$ cat src/rtl/bsst_pkg.sv
`timescale 1ns / 1ps

package bsst_pkg;

    localparam int unsigned TIMER_W = 10;
    localparam int unsigned PULSE_W = 16;
    localparam int unsigned CFG_DATA_W = 16;
    localparam int unsigned CFG_IDX_W = 2;

    localparam logic [TIMER_W-1:0] TIMEOUT_RST = 10'd300;
    localparam logic [PULSE_W-1:0] PULSE_LO_RST = 16'd500;
    localparam logic [PULSE_W-1:0] PULSE_HI_RST = 16'd2500;

    localparam logic [CFG_IDX_W-1:0] REG_TIMEOUT = 2'd0;
    localparam logic [CFG_IDX_W-1:0] REG_PULSE_LO = 2'd1;
    localparam logic [CFG_IDX_W-1:0] REG_PULSE_HI = 2'd2;

    localparam logic [1:0] CMD_TICK = 2'd0;
    localparam logic [1:0] CMD_BTN1 = 2'd1;
    localparam logic [1:0] CMD_BTN2 = 2'd2;
    localparam logic [1:0] CMD_UNUSED = 2'd3;

    localparam logic LEVEL_PRESSED = 1'b0;
    localparam logic LEVEL_RELEASED = 1'b1;

    typedef enum logic [2:0] {
        ST_IDLE = 3'd0,
        ST_B1_DOWN = 3'd1,
        ST_B1_UP = 3'd2,
        ST_B2_DOWN = 3'd3,
        ST_B2_UP = 3'd4,
        ST_B1_DOWN_AGAIN = 3'd5,
        ST_COMPLETE = 3'd6
    } seq_state_t;

    typedef struct packed {
        logic [1:0] cmd;
        logic       pin_level;
    } bsst_in_t;

    typedef struct packed {
        logic [PULSE_W-1:0] pulse_width;
        logic [2:0]         seq_state;
        logic               moved;
    } bsst_out_t;

endpackage

$ cat src/rtl/button_sequence_servo_toggle_core.sv
`timescale 1ns / 1ps

// Servo toggle on a button sequence: press/release button 1, press/release button 2,
// press/release button 1, all within timeout_ticks ticks of the first press. The next tick
// after a complete sequence swaps the pulse width between its low and high end positions.
// Every input transaction yields exactly one result transaction carrying the pulse width, the
// sequence state after the event and a moved flag. An input is taken while the output register
// is empty or being taken; the sequence registers update in the accept cycle and the result sits
// in a single output register, so a new transaction is accepted while the previous one is taken.
// Throughput is one transaction per cycle while m_ready holds. Configuration writes take effect
// at the next edge. Users must apply them only while no transaction is in flight; not enforced.
module button_sequence_servo_toggle_core
    import bsst_pkg::*;
(
    input  logic                  aclk,
    input  logic                  aresetn,
    input  logic                  cfg_wr_en,
    input  logic [CFG_IDX_W-1:0]  cfg_index,
    input  logic [CFG_DATA_W-1:0] cfg_wdata,
    input  logic                  s_valid,
    output logic                  s_ready,
    input  bsst_in_t              s_data,
    output logic                  m_valid,
    input  logic                  m_ready,
    output bsst_out_t             m_data
);

    logic [TIMER_W-1:0] timeout_ticks_reg;
    logic [PULSE_W-1:0] pulse_lo_reg;
    logic [PULSE_W-1:0] pulse_hi_reg;

    seq_state_t         seq_reg, seq_next;
    logic [TIMER_W-1:0] timer_reg, timer_next;
    logic               at_max_reg, at_max_next;
    logic               b1_press_reg, b1_press_next;
    logic               b2_press_reg, b2_press_next;
    logic               moved_next;

    logic               m_valid_reg;
    bsst_out_t          m_data_reg, m_data_next;
    logic               accept;

    assign s_ready = !m_valid_reg || m_ready;
    assign accept  = s_valid && s_ready;
    assign m_valid = m_valid_reg;
    assign m_data  = m_data_reg;

    always_ff @(posedge aclk) begin
        if (!aresetn) begin
            timeout_ticks_reg <= TIMEOUT_RST;
            pulse_lo_reg      <= PULSE_LO_RST;
            pulse_hi_reg      <= PULSE_HI_RST;
        end else if (cfg_wr_en) begin
            unique case (cfg_index)
                REG_TIMEOUT:  timeout_ticks_reg <= cfg_wdata[TIMER_W-1:0];
                REG_PULSE_LO: pulse_lo_reg      <= cfg_wdata[PULSE_W-1:0];
                REG_PULSE_HI: pulse_hi_reg      <= cfg_wdata[PULSE_W-1:0];
                default: ;
            endcase
        end
    end

    // next state
    always_comb begin
        seq_next      = seq_reg;
        timer_next    = timer_reg;
        at_max_next   = at_max_reg;
        b1_press_next = b1_press_reg;
        b2_press_next = b2_press_reg;
        moved_next    = 1'b0;
        unique case (s_data.cmd)
            CMD_TICK: begin
                if (seq_reg == ST_COMPLETE) begin
                    at_max_next = !at_max_reg;
                    seq_next    = ST_IDLE;
                    timer_next  = '0;
                    moved_next  = 1'b1;
                end else if (seq_reg != ST_IDLE) begin
                    if (timer_reg != '0) begin
                        timer_next = timer_reg - 1'b1;
                    end else begin
                        seq_next   = ST_IDLE;
                        timer_next = '0;
                    end
                end
            end
            CMD_BTN1: begin
                b1_press_next = !b1_press_reg;
                if (b1_press_reg && s_data.pin_level == LEVEL_PRESSED) begin
                    if (seq_reg == ST_IDLE) begin
                        seq_next   = ST_B1_DOWN;
                        timer_next = timeout_ticks_reg;
                    end else if (seq_reg == ST_B2_UP) begin
                        seq_next = ST_B1_DOWN_AGAIN;
                    end else begin
                        seq_next   = ST_IDLE;
                        timer_next = '0;
                    end
                end else if (!b1_press_reg && s_data.pin_level == LEVEL_RELEASED) begin
                    if (seq_reg == ST_B1_DOWN) begin
                        seq_next = ST_B1_UP;
                    end else if (seq_reg == ST_B1_DOWN_AGAIN) begin
                        seq_next = ST_COMPLETE;
                    end else begin
                        seq_next   = ST_IDLE;
                        timer_next = '0;
                    end
                end
            end
            CMD_BTN2: begin
                b2_press_next = !b2_press_reg;
                if (b2_press_reg && s_data.pin_level == LEVEL_PRESSED) begin
                    if (seq_reg == ST_B1_UP) begin
                        seq_next = ST_B2_DOWN;
                    end else begin
                        seq_next   = ST_IDLE;
                        timer_next = '0;
                    end
                end else if (!b2_press_reg && s_data.pin_level == LEVEL_RELEASED) begin
                    if (seq_reg == ST_B2_DOWN) begin
                        seq_next = ST_B2_UP;
                    end else begin
                        seq_next   = ST_IDLE;
                        timer_next = '0;
                    end
                end
            end
            default: ;
        endcase
    end

    // result
    always_comb begin
        m_data_next.pulse_width = at_max_next ? pulse_hi_reg : pulse_lo_reg;
        m_data_next.seq_state   = seq_next;
        m_data_next.moved       = moved_next;
    end

    always_ff @(posedge aclk) begin
        if (!aresetn) begin
            seq_reg      <= ST_IDLE;
            timer_reg    <= '0;
            at_max_reg   <= 1'b0;
            b1_press_reg <= 1'b1;
            b2_press_reg <= 1'b1;
            m_valid_reg  <= 1'b0;
        end else begin
            if (accept) begin
                seq_reg      <= seq_next;
                timer_reg    <= timer_next;
                at_max_reg   <= at_max_next;
                b1_press_reg <= b1_press_next;
                b2_press_reg <= b2_press_next;
                m_valid_reg  <= 1'b1;
            end else if (m_ready) begin
                m_valid_reg  <= 1'b0;
            end
        end
    end

    always_ff @(posedge aclk) begin
        if (accept) begin
            m_data_reg <= m_data_next;
        end
    end

    a_idle_timer_clear: assert property (@(posedge aclk) disable iff (!aresetn)
        (seq_reg == ST_IDLE || seq_reg == ST_COMPLETE) |-> timer_reg == '0 ||
        seq_reg == ST_COMPLETE)
        else $error("timer running while idle");

    a_moved_idle: assert property (@(posedge aclk) disable iff (!aresetn)
        (m_valid_reg && m_data_reg.moved) |-> m_data_reg.seq_state == ST_IDLE)
        else $error("moved reported without returning to idle");

    a_toggle: assert property (@(posedge aclk) disable iff (!aresetn)
        (accept && s_data.cmd == CMD_TICK && seq_reg == ST_COMPLETE)
        |=> at_max_reg != $past(at_max_reg))
        else $error("complete sequence did not toggle position");

    a_accept_result: assert property (@(posedge aclk) disable iff (!aresetn)
        accept |=> m_valid_reg)
        else $error("accepted transaction produced no result");

    a_state_sync: assert property (@(posedge aclk) disable iff (!aresetn)
        m_valid_reg |-> m_data_reg.seq_state == seq_reg)
        else $error("result state differs from sequence register");

endmodule
$ cat config.mk
export PLATFORM = sky130hd
export DESIGN_NAME = button_sequence_servo_toggle_core
export DESIGN_NICKNAME = d
export VERILOG_FILES = /design/src/rtl/bsst_pkg.sv /design/src/rtl/button_sequence_servo_toggle_core.sv
export SDC_FILE = /design/constraint.sdc
export NUM_CORES = 1
export LEC_CHECK = 0
export BUFFER_PORTS_ARGS = -buffer_cell sky130_fd_sc_hd__buf_2
export CAP_MARGIN = 20
export CORE_MARGIN = 2
export CORE_UTILIZATION = 40
export CTS_BUF_LIST = sky130_fd_sc_hd__clkbuf_16
export CTS_CLUSTER_SIZE = 16
export DETAILED_ROUTE_END_ITERATION = 16
export PLACE_DENSITY = 0.66
export SETUP_SLACK_MARGIN = 0.02
export SYNTH_ARGS = -nofsm -noshare
export SYNTH_HDL_FRONTEND = slang
export SYNTH_SLANG_ARGS = --single-unit
$ cat constraint.sdc
create_clock -name aclk -period 2.15 [get_ports aclk]
set_input_delay 0.1075 -clock aclk [delete_from_list [all_inputs] [get_ports aclk]]
set_output_delay 0.1075 -clock aclk [all_outputs]
set_load 0.005 [all_outputs]
==> impl_metrics.env, run 1 <==
export IMPL_status="complete, no violations"
export IMPL_report_final_setup_viol=0
export IMPL_period_share_pct=94.94
export IMPL_finish_instance_area_sq_um=4368
export IMPL_timing_reg2reg_worst_path_depth=7
export IMPL_synth_area_per_cell_sq_um=8.996
export IMPL_total_leakage_power_uw=0.001787
export IMPL_clockRootBuffer="sky130_fd_sc_hd__clkbuf_16"
export IMPL_ioPinCount=48
export IMPL_grt_pass1_wl_microns=13750
export IMPL_dp_worst_setup_slack_ns=0.09935
export IMPL_placed_area_sq_um=4006
export IMPL_timing_hold_worst_start="cfg_wdata[13]"
export IMPL_antennaDiodeCount=0
export IMPL_syn_cell_area_sq_um=3607
export IMPL_buffer_ports_inserted=47
export IMPL_post_dp_hpwl_microns=5609
export IMPL_final_cell_mix="sky130_fd_sc_hd__nand2_1, sky130_fd_sc_hd__dfxtp_1, sky130_fd_sc_hd__buf_2, sky130_fd_sc_hd__a21oi_1, sky130_fd_sc_hd__edfxtp_1"
export IMPL_endpoint_kind="register"
export IMPL_synth_sequential_area_ratio_pct=49.39
export IMPL_core_region_area_sq_um=8721
export IMPL_timing_hold_worst_class="in2reg"
export IMPL_synthesis_yosys_warnings=0
export IMPL_finalWorstPathRequiredPeriod_ns=2.041
export IMPL_aggregate_global_route_resource_usage_pct=17.49
export IMPL_synthesis_nets=437
export IMPL_drt_wirelength_per_cell_microns=14.63
export IMPL_fin_clk_skew_ns=0.008729
export IMPL_async_flop_share_pct=0
export IMPL_yosys_cell_types_count=56
export IMPL_worst_hold_path_num_cells=3
export IMPL_grt_antenna_before_repair=0
export IMPL_crit_path_max_fo=20
export IMPL_drv_max_cap_violation_count=0
export IMPL_final_fill_count=782
export IMPL_finish_net_count=490
export IMPL_largest_net_degree_at_the_start_of_global_routing=23
export IMPL_fraction_of_final_layout_cells_sized_beyond_drive_strength_1_pct=21.79
export IMPL_timing_critical_path_from_type="register"
export IMPL_synth_edff_count=20
export IMPL_reg2reg_setup_slack_ns=0.11
export IMPL_die_y_microns=98.97
export IMPL_drt_antenna_violating_nets=0
export IMPL_via_count=3045
export IMPL_tritoncts_buffer_count=9
export IMPL_remaining_drc_errors=0
export IMPL_largest_reg_flops=20
export IMPL_initial_utilization_pct=41.36
export IMPL_final_setup_worst_slack_ns=0.1088
export IMPL_avg_vias_per_cell=5.370
export IMPL_cts_root_to_sink_buffers=2
export IMPL_timing_worst_setup_path_type="reg2reg"
export IMPL_clkTransAtPathRegs_ns=0.07
export IMPL_grt_pass1_vias=2871
export IMPL_numClockSinks=79
export IMPL_die_width_microns=98.97
export IMPL_netlist_instances=401
export IMPL_clkLatencyLatePin_ns=0.34
export IMPL_gr_total_overflow=0
export IMPL_timing_rr_start="b1_press_reg"
export IMPL_total_power_draw_uw=3710
export IMPL_worst_slew_pin_transition_ns=0.7548
export IMPL_layout_area_overhead_vs_synth_pct=21.09
export IMPL_required_ns=2.36
export IMPL_initialDrtViolationCount=148
export IMPL_placement_row_count=34
export IMPL_postSynth_topFlopCell="sky130_fd_sc_hd__dfxtp_1"
export IMPL_h_tree_depth=3
export IMPL_timing_rr_end="timer_reg[1]"
export IMPL_die_area_sq_um=9794
export IMPL_final_hold_violation_count=0
export IMPL_postCtsSetupRepairBufs=0
export IMPL_power_density_cell_area_nw_per_um2=849.4
export IMPL_timing_final_max_slew_violations=0
export IMPL_detail_route_first_pass_iterations=4
export IMPL_relSlewSlack_pct=49.53
export IMPL_synth_seq_cells=79
export IMPL_gp_congestion=0.9287
export IMPL_hold_path_endpoint="pulse_lo_reg[13]"
export IMPL_worst_endpoint_arrival_ns=2.25
export IMPL_final_wl_microns=8296
export IMPL_worstSetupStartpoint="b1_press_reg"
export IMPL_layout_commonest_cell="sky130_fd_sc_hd__nand2_1"
export IMPL_final_core_utilization_pct=50.09
export IMPL_timing_fmax_ghz=0.4899
export IMPL_tritoncts_clock_tree="done"
export IMPL_worst_ir_drop_vdd_uv=515.6
export IMPL_fin_tns_setup_ns=0
how the worst max path moves through the flow:
stage / end / slack [ns] / depth (start not counted)
2_1_floorplan: m_data[10] / 0.19 / 6
3_3_place_gp: timer_reg[0] / 0.17 / 7
3_5_place_dp: timer_reg[0] / 0.1 / 7
4_1_cts: timer_reg[0] / 0.09 / 7
5_1_grt: m_data[3] / -0.03 / 8
6_report: timer_reg[1] / 0.11 / 7
stage by stage:
step | hold slack [ns] | std cells
final | 0.01007 | 567
after global routing | 0.03156 | 567
after CTS | 0.01017 | 567
after detailed placement | 0.3444 | 550
after global placement | 0.3418 | 550
after floorplan | 0.2315 | 401
synthesized netlist by cell type, types with 3 or more instances:
cell / count / share of area, %
sky130_fd_sc_hd__a211oi_1: 4 / 0.83
sky130_fd_sc_hd__a21o_1: 4 / 0.83
sky130_fd_sc_hd__a21oi_1: 39 / 5.4
sky130_fd_sc_hd__a221oi_1: 3 / 0.73
sky130_fd_sc_hd__a31oi_1: 4 / 0.69
sky130_fd_sc_hd__buf_2: 3 / 0.42
sky130_fd_sc_hd__clkbuf_1: 14 / 1.5
sky130_fd_sc_hd__dfxtp_1: 59 / 33
sky130_fd_sc_hd__edfxtp_1: 20 / 17
sky130_fd_sc_hd__ha_1: 10 / 3.5
sky130_fd_sc_hd__inv_1: 18 / 1.9
sky130_fd_sc_hd__mux2_2: 16 / 5.0
sky130_fd_sc_hd__nand2_1: 104 / 11
sky130_fd_sc_hd__nand2b_1: 4 / 0.69
sky130_fd_sc_hd__nand3_1: 16 / 2.2
sky130_fd_sc_hd__nand3b_1: 3 / 0.62
sky130_fd_sc_hd__nor2_1: 8 / 0.83
sky130_fd_sc_hd__nor3_1: 6 / 0.83
sky130_fd_sc_hd__nor3b_1: 3 / 0.62
sky130_fd_sc_hd__nor4_1: 3 / 0.52
sky130_fd_sc_hd__o21ai_0: 8 / 1.1
sky130_fd_sc_hd__o31ai_1: 3 / 0.62
sky130_fd_sc_hd__or3_1: 3 / 0.52
sky130_fd_sc_hd__xnor2_1: 3 / 0.73
what timing repair did:
| item | 4_1_cts | 5_1_grt |
|---|---|---|
| hold buffers | 1 | 0 |
| setup endpoints to repair | 0 | 10 |
| endpoints found under the hold margin | 1 | 0 |
| resized for setup | 0 | 6 |
layer usage:
metal / wire length [microns] / track usage, % / vias to the layer above
li1: - / - / 1512
met1: 3804 / 24.13 / 1428
met2: 3905 / 26.82 / 92
met3: 453 / 3.404 / 13
met4: 133 / 7.482 / 0
met5: 0 / 0 / -
kinds of logic after synthesis:
logic type      synth area share (%)
flops                          49.39
xor+xnor                       1.214
fa+ha+maj                      3.469
mux                            5.272
compound gates                 14.29
simple gates                   21.82
buf+inv                        4.544
critical path, stage by stage, from the launching register on:
cell,delay (ns)
sky130_fd_sc_hd__dfxtp_1,0.32
sky130_fd_sc_hd__ha_1,0.27
sky130_fd_sc_hd__a21o_1,0.19
sky130_fd_sc_hd__a2111oi_1,0.34
sky130_fd_sc_hd__o221ai_1,0.20
sky130_fd_sc_hd__buf_4,0.24
sky130_fd_sc_hd__a211oi_1,0.25
sky130_fd_sc_hd__a211oi_1,0.10
layout make-up:
class / instances / area (sq um) / area share, %
tap: 108 / 135.1 / 3.094
clock inverter: 7 / 96.34 / 2.206
clock buffer: 9 / 225.2 / 5.156
timing repair buffer: 63 / 370.4 / 8.479
sequential: 79 / 1782 / 40.79
inverter: 18 / 67.56 / 1.547
multi-input combinational: 283 / 1692 / 38.73
report_power, final:
group | total, uW | switching, uW | internal (uW) | leakage [uW]
sequential | 1630 | 35.7 | 1590 | 0.000670
combinational | 458 | 259 | 199 | 0.000964
clock | 1620 | 606 | 1020 | 0.000153
Note: power is estimated with default switching activity, not from simulation.
==> run 2, diff against run 1 <==
--- a/config.mk
+++ b/config.mk
@@ -14,6 +14,7 @@
 export DETAILED_ROUTE_END_ITERATION = 16
 export PLACE_DENSITY = 0.66
 export SETUP_SLACK_MARGIN = 0.02
+export SKIP_LAST_GASP = 1
 export SYNTH_ARGS = -nofsm -noshare
 export SYNTH_HDL_FRONTEND = slang
 export SYNTH_SLANG_ARGS = --single-unit
==> constraint.sdc (replaced) <==
create_clock -name aclk -period 2.15 [get_ports aclk]
set_input_delay 0.215 -clock aclk [delete_from_list [all_inputs] [get_ports aclk]]
set_output_delay 0.215 -clock aclk [all_outputs]
set_load 0.005 [all_outputs]
==> impl_metrics.env, run 2 (synthesis gave the netlist of run 1 again) <==
export IMPL_cts_repair_resized=0
export IMPL_detail_route_first_pass_iterations=4
export IMPL_drt_wirelength_per_cell_microns=14.80
export IMPL_total_leakage_power_uw=0.001784
export IMPL_clockRootBuffer="sky130_fd_sc_hd__clkbuf_16"
export IMPL_fin_tns_setup_ns=0
export IMPL_timing_critical_path_from_type="register"
export IMPL_initialDrtViolationCount=141
export IMPL_timing_hold_worst_class="in2reg"
export IMPL_postCtsSetupRepairBufs=0
export IMPL_fraction_of_final_layout_cells_sized_beyond_drive_strength_1_pct=21.79
export IMPL_fin_clk_skew_ns=0.006569
export IMPL_instances_no_fill=567
export IMPL_timing_rr_end="timer_reg[0]"
export IMPL_period_share_pct=92.62
export IMPL_worst_slew_pin_transition_ns=0.7678
export IMPL_finish_net_count=490
export IMPL_seqPwrFrac_pct=43.8
export IMPL_core_region_area_sq_um=8721
export IMPL_worstSetupStartpoint="timer_reg[0]"
export IMPL_remaining_drc_errors=0
export IMPL_combinationalPowerShare_pct=12.3
export IMPL_crit_slowest_cell="sky130_fd_sc_hd__or4b_4"
export IMPL_die_width_microns=98.97
export IMPL_grt_pass1_vias=2994
export IMPL_drt_antenna_violating_nets=0
export IMPL_layout_commonest_cell="sky130_fd_sc_hd__nand2_1"
export IMPL_crit_path_max_fo=5
export IMPL_required_ns=2.36
export IMPL_h_tree_depth=3
export IMPL_placed_cells=551
export IMPL_post_dp_hpwl_microns=5676
export IMPL_ioPinCount=48
export IMPL_aggregate_global_route_resource_usage_pct=17.89
export IMPL_grt_antenna_before_repair=0
export IMPL_largest_net_degree_at_the_start_of_global_routing=23
export IMPL_worst_ir_drop_vdd_uv=427.4
export IMPL_cts_root_to_sink_buffers=2
export IMPL_final_hold_violation_count=0
export IMPL_gp_congestion=0.9118
export IMPL_timing_fmax_ghz=0.5022
export IMPL_grt_pass1_wl_microns=14030
export IMPL_timing_reg2reg_worst_path_depth=7
export IMPL_layout_area_overhead_vs_synth_pct=20.85
export IMPL_setup_repair_after_global_routing_missed_its_margin="false"
export IMPL_clkPwrFrac_pct=43.9
export IMPL_relSlewSlack_pct=48.66
export IMPL_switching_share_pct=24.45
export IMPL_reg2reg_setup_slack_ns=0.16
export IMPL_via_count=3038
export IMPL_clkLatencyLatePin_ns=0.34
export IMPL_clkTransAtPathRegs_ns=0.06
export IMPL_status="complete, no violations"
export IMPL_worst_path_largest_cell_delay_ns=0.48
export IMPL_power_switching_uw=908.7
export IMPL_tritoncts_clock_tree="done"
export IMPL_finalWorstPathRequiredPeriod_ns=1.991
export IMPL_worst_endpoint_arrival_ns=2.21
export IMPL_buffer_ports_inserted=47
export IMPL_cts_hold_repair_buffers=0
export IMPL_initial_utilization_pct=41.36
export IMPL_antennaDiodeCount=0
export IMPL_largest_reg_flops=20
export IMPL_gr_total_overflow=0
export IMPL_numClockSinks=79
export IMPL_die_area_sq_um=9794
export IMPL_worst_path_dominant_cell_family="simple AND/OR/NAND/NOR gates"
export IMPL_timing_hold_worst_start="cfg_wdata[11]"
export IMPL_power_density_cell_area_nw_per_um2=852.7
export IMPL_worstPathBufferInverterCount=1
export IMPL_avg_vias_per_cell=5.358
export IMPL_cell_internal_power_uw=2808
export IMPL_timing_final_max_slew_violations=0
export IMPL_final_wl_microns=8390
export IMPL_timing_worst_setup_path_type="reg2reg"
export IMPL_final_cell_mix="sky130_fd_sc_hd__nand2_1, sky130_fd_sc_hd__dfxtp_1, sky130_fd_sc_hd__buf_2, sky130_fd_sc_hd__a21oi_1, sky130_fd_sc_hd__edfxtp_1"
export IMPL_drv_max_cap_violation_count=0
export IMPL_endpoint_kind="register"
export IMPL_report_final_setup_viol=0
export IMPL_timing_rr_start="timer_reg[0]"
export IMPL_placement_row_count=34
export IMPL_hold_path_endpoint="pulse_hi_reg[11]"
export IMPL_worstPathCellList="inv_1 > ha_4 > or4b_4 > nor3_4 > nor2_1 > a221oi_1 > a211oi_1"
export IMPL_worst_hold_path_num_cells=3
export IMPL_die_y_microns=98.97
export IMPL_final_fill_count=799
export IMPL_tritoncts_buffer_count=9
-- run 2: cell types whose count changed in the layout (fill, tap and decap cells not counted), sizes merged --
cell,delta
buf,+1
dlygate4sd3,-1
-- run 2: layout make-up --
type / count / area [sq um] / share of cell area (%)
Sequential cell: 79 / 1782 / 40.87
Multi-Input combinational cell: 283 / 1685 / 38.66
Timing Repair Buffer: 63 / 367.9 / 8.439
Clock buffer: 9 / 225.2 / 5.166
Tap cell: 108 / 135.1 / 3.100
Clock inverter: 7 / 96.34 / 2.210
Inverter: 18 / 67.56 / 1.550
-- run 2: worst register-to-register path, cell delays in order, from the launching register on --
cell and delay, ns:
sky130_fd_sc_hd__dfxtp_1 0.31, sky130_fd_sc_hd__inv_1 0.15, sky130_fd_sc_hd__ha_4 0.18, sky130_fd_sc_hd__or4b_4 0.48, sky130_fd_sc_hd__nor3_4 0.24, sky130_fd_sc_hd__nor2_1 0.15, sky130_fd_sc_hd__a221oi_1 0.27, sky130_fd_sc_hd__a211oi_1 0.08
-- run 2: per-layer routing --
metal / GRT usage, % / vias to the layer above / share of wire (%)
met5: 0 / - / 0
met4: 7.692 / 0 / 1.7
met3: 3.050 / 11 / 4.9
met2: 28.85 / 84 / 47
met1: 23.74 / 1443 / 46
li1: - / 1500 / -
-- run 2: through the flow --
step           power, uW  hold slack [ns]  setup WS, ns  utilization, %  cell area, sq um
2_1_floorplan       1931           0.3390        0.1930               -              3607
3_3_place_gp        2089           0.4382        0.1609           46.03              4014
3_5_place_dp        2096           0.4464       0.04042           46.03              4014
4_1_cts             3729           0.1138       0.02046           49.71              4335
5_1_grt             3863           0.1317       0.02241           49.99              4359
6_report            3717           0.1171        0.1586           49.99              4359
-- run 2: power by group through the flow --
stage / logic [uW] / registers, uW / clock network [uW]
final: 458 / 1630 / 1630
after floorplan: 278 / 1650 / 0
after global routing: 513 / 1630 / 1720
after global placement: 433 / 1660 / 0
after CTS: 442 / 1630 / 1660
after detailed placement: 438 / 1660 / 0
-- run 2: worst max-delay path by stage --
stage              endpoint  slack (ns)  depth (start not counted)
2_1_floorplan    m_data[10]        0.19                          6
3_3_place_gp   timer_reg[0]        0.16                          7
3_5_place_dp   timer_reg[0]        0.04                          7
4_1_cts        timer_reg[0]        0.02                          7
5_1_grt        timer_reg[6]        0.02                          8
6_report       timer_reg[0]        0.16                          7
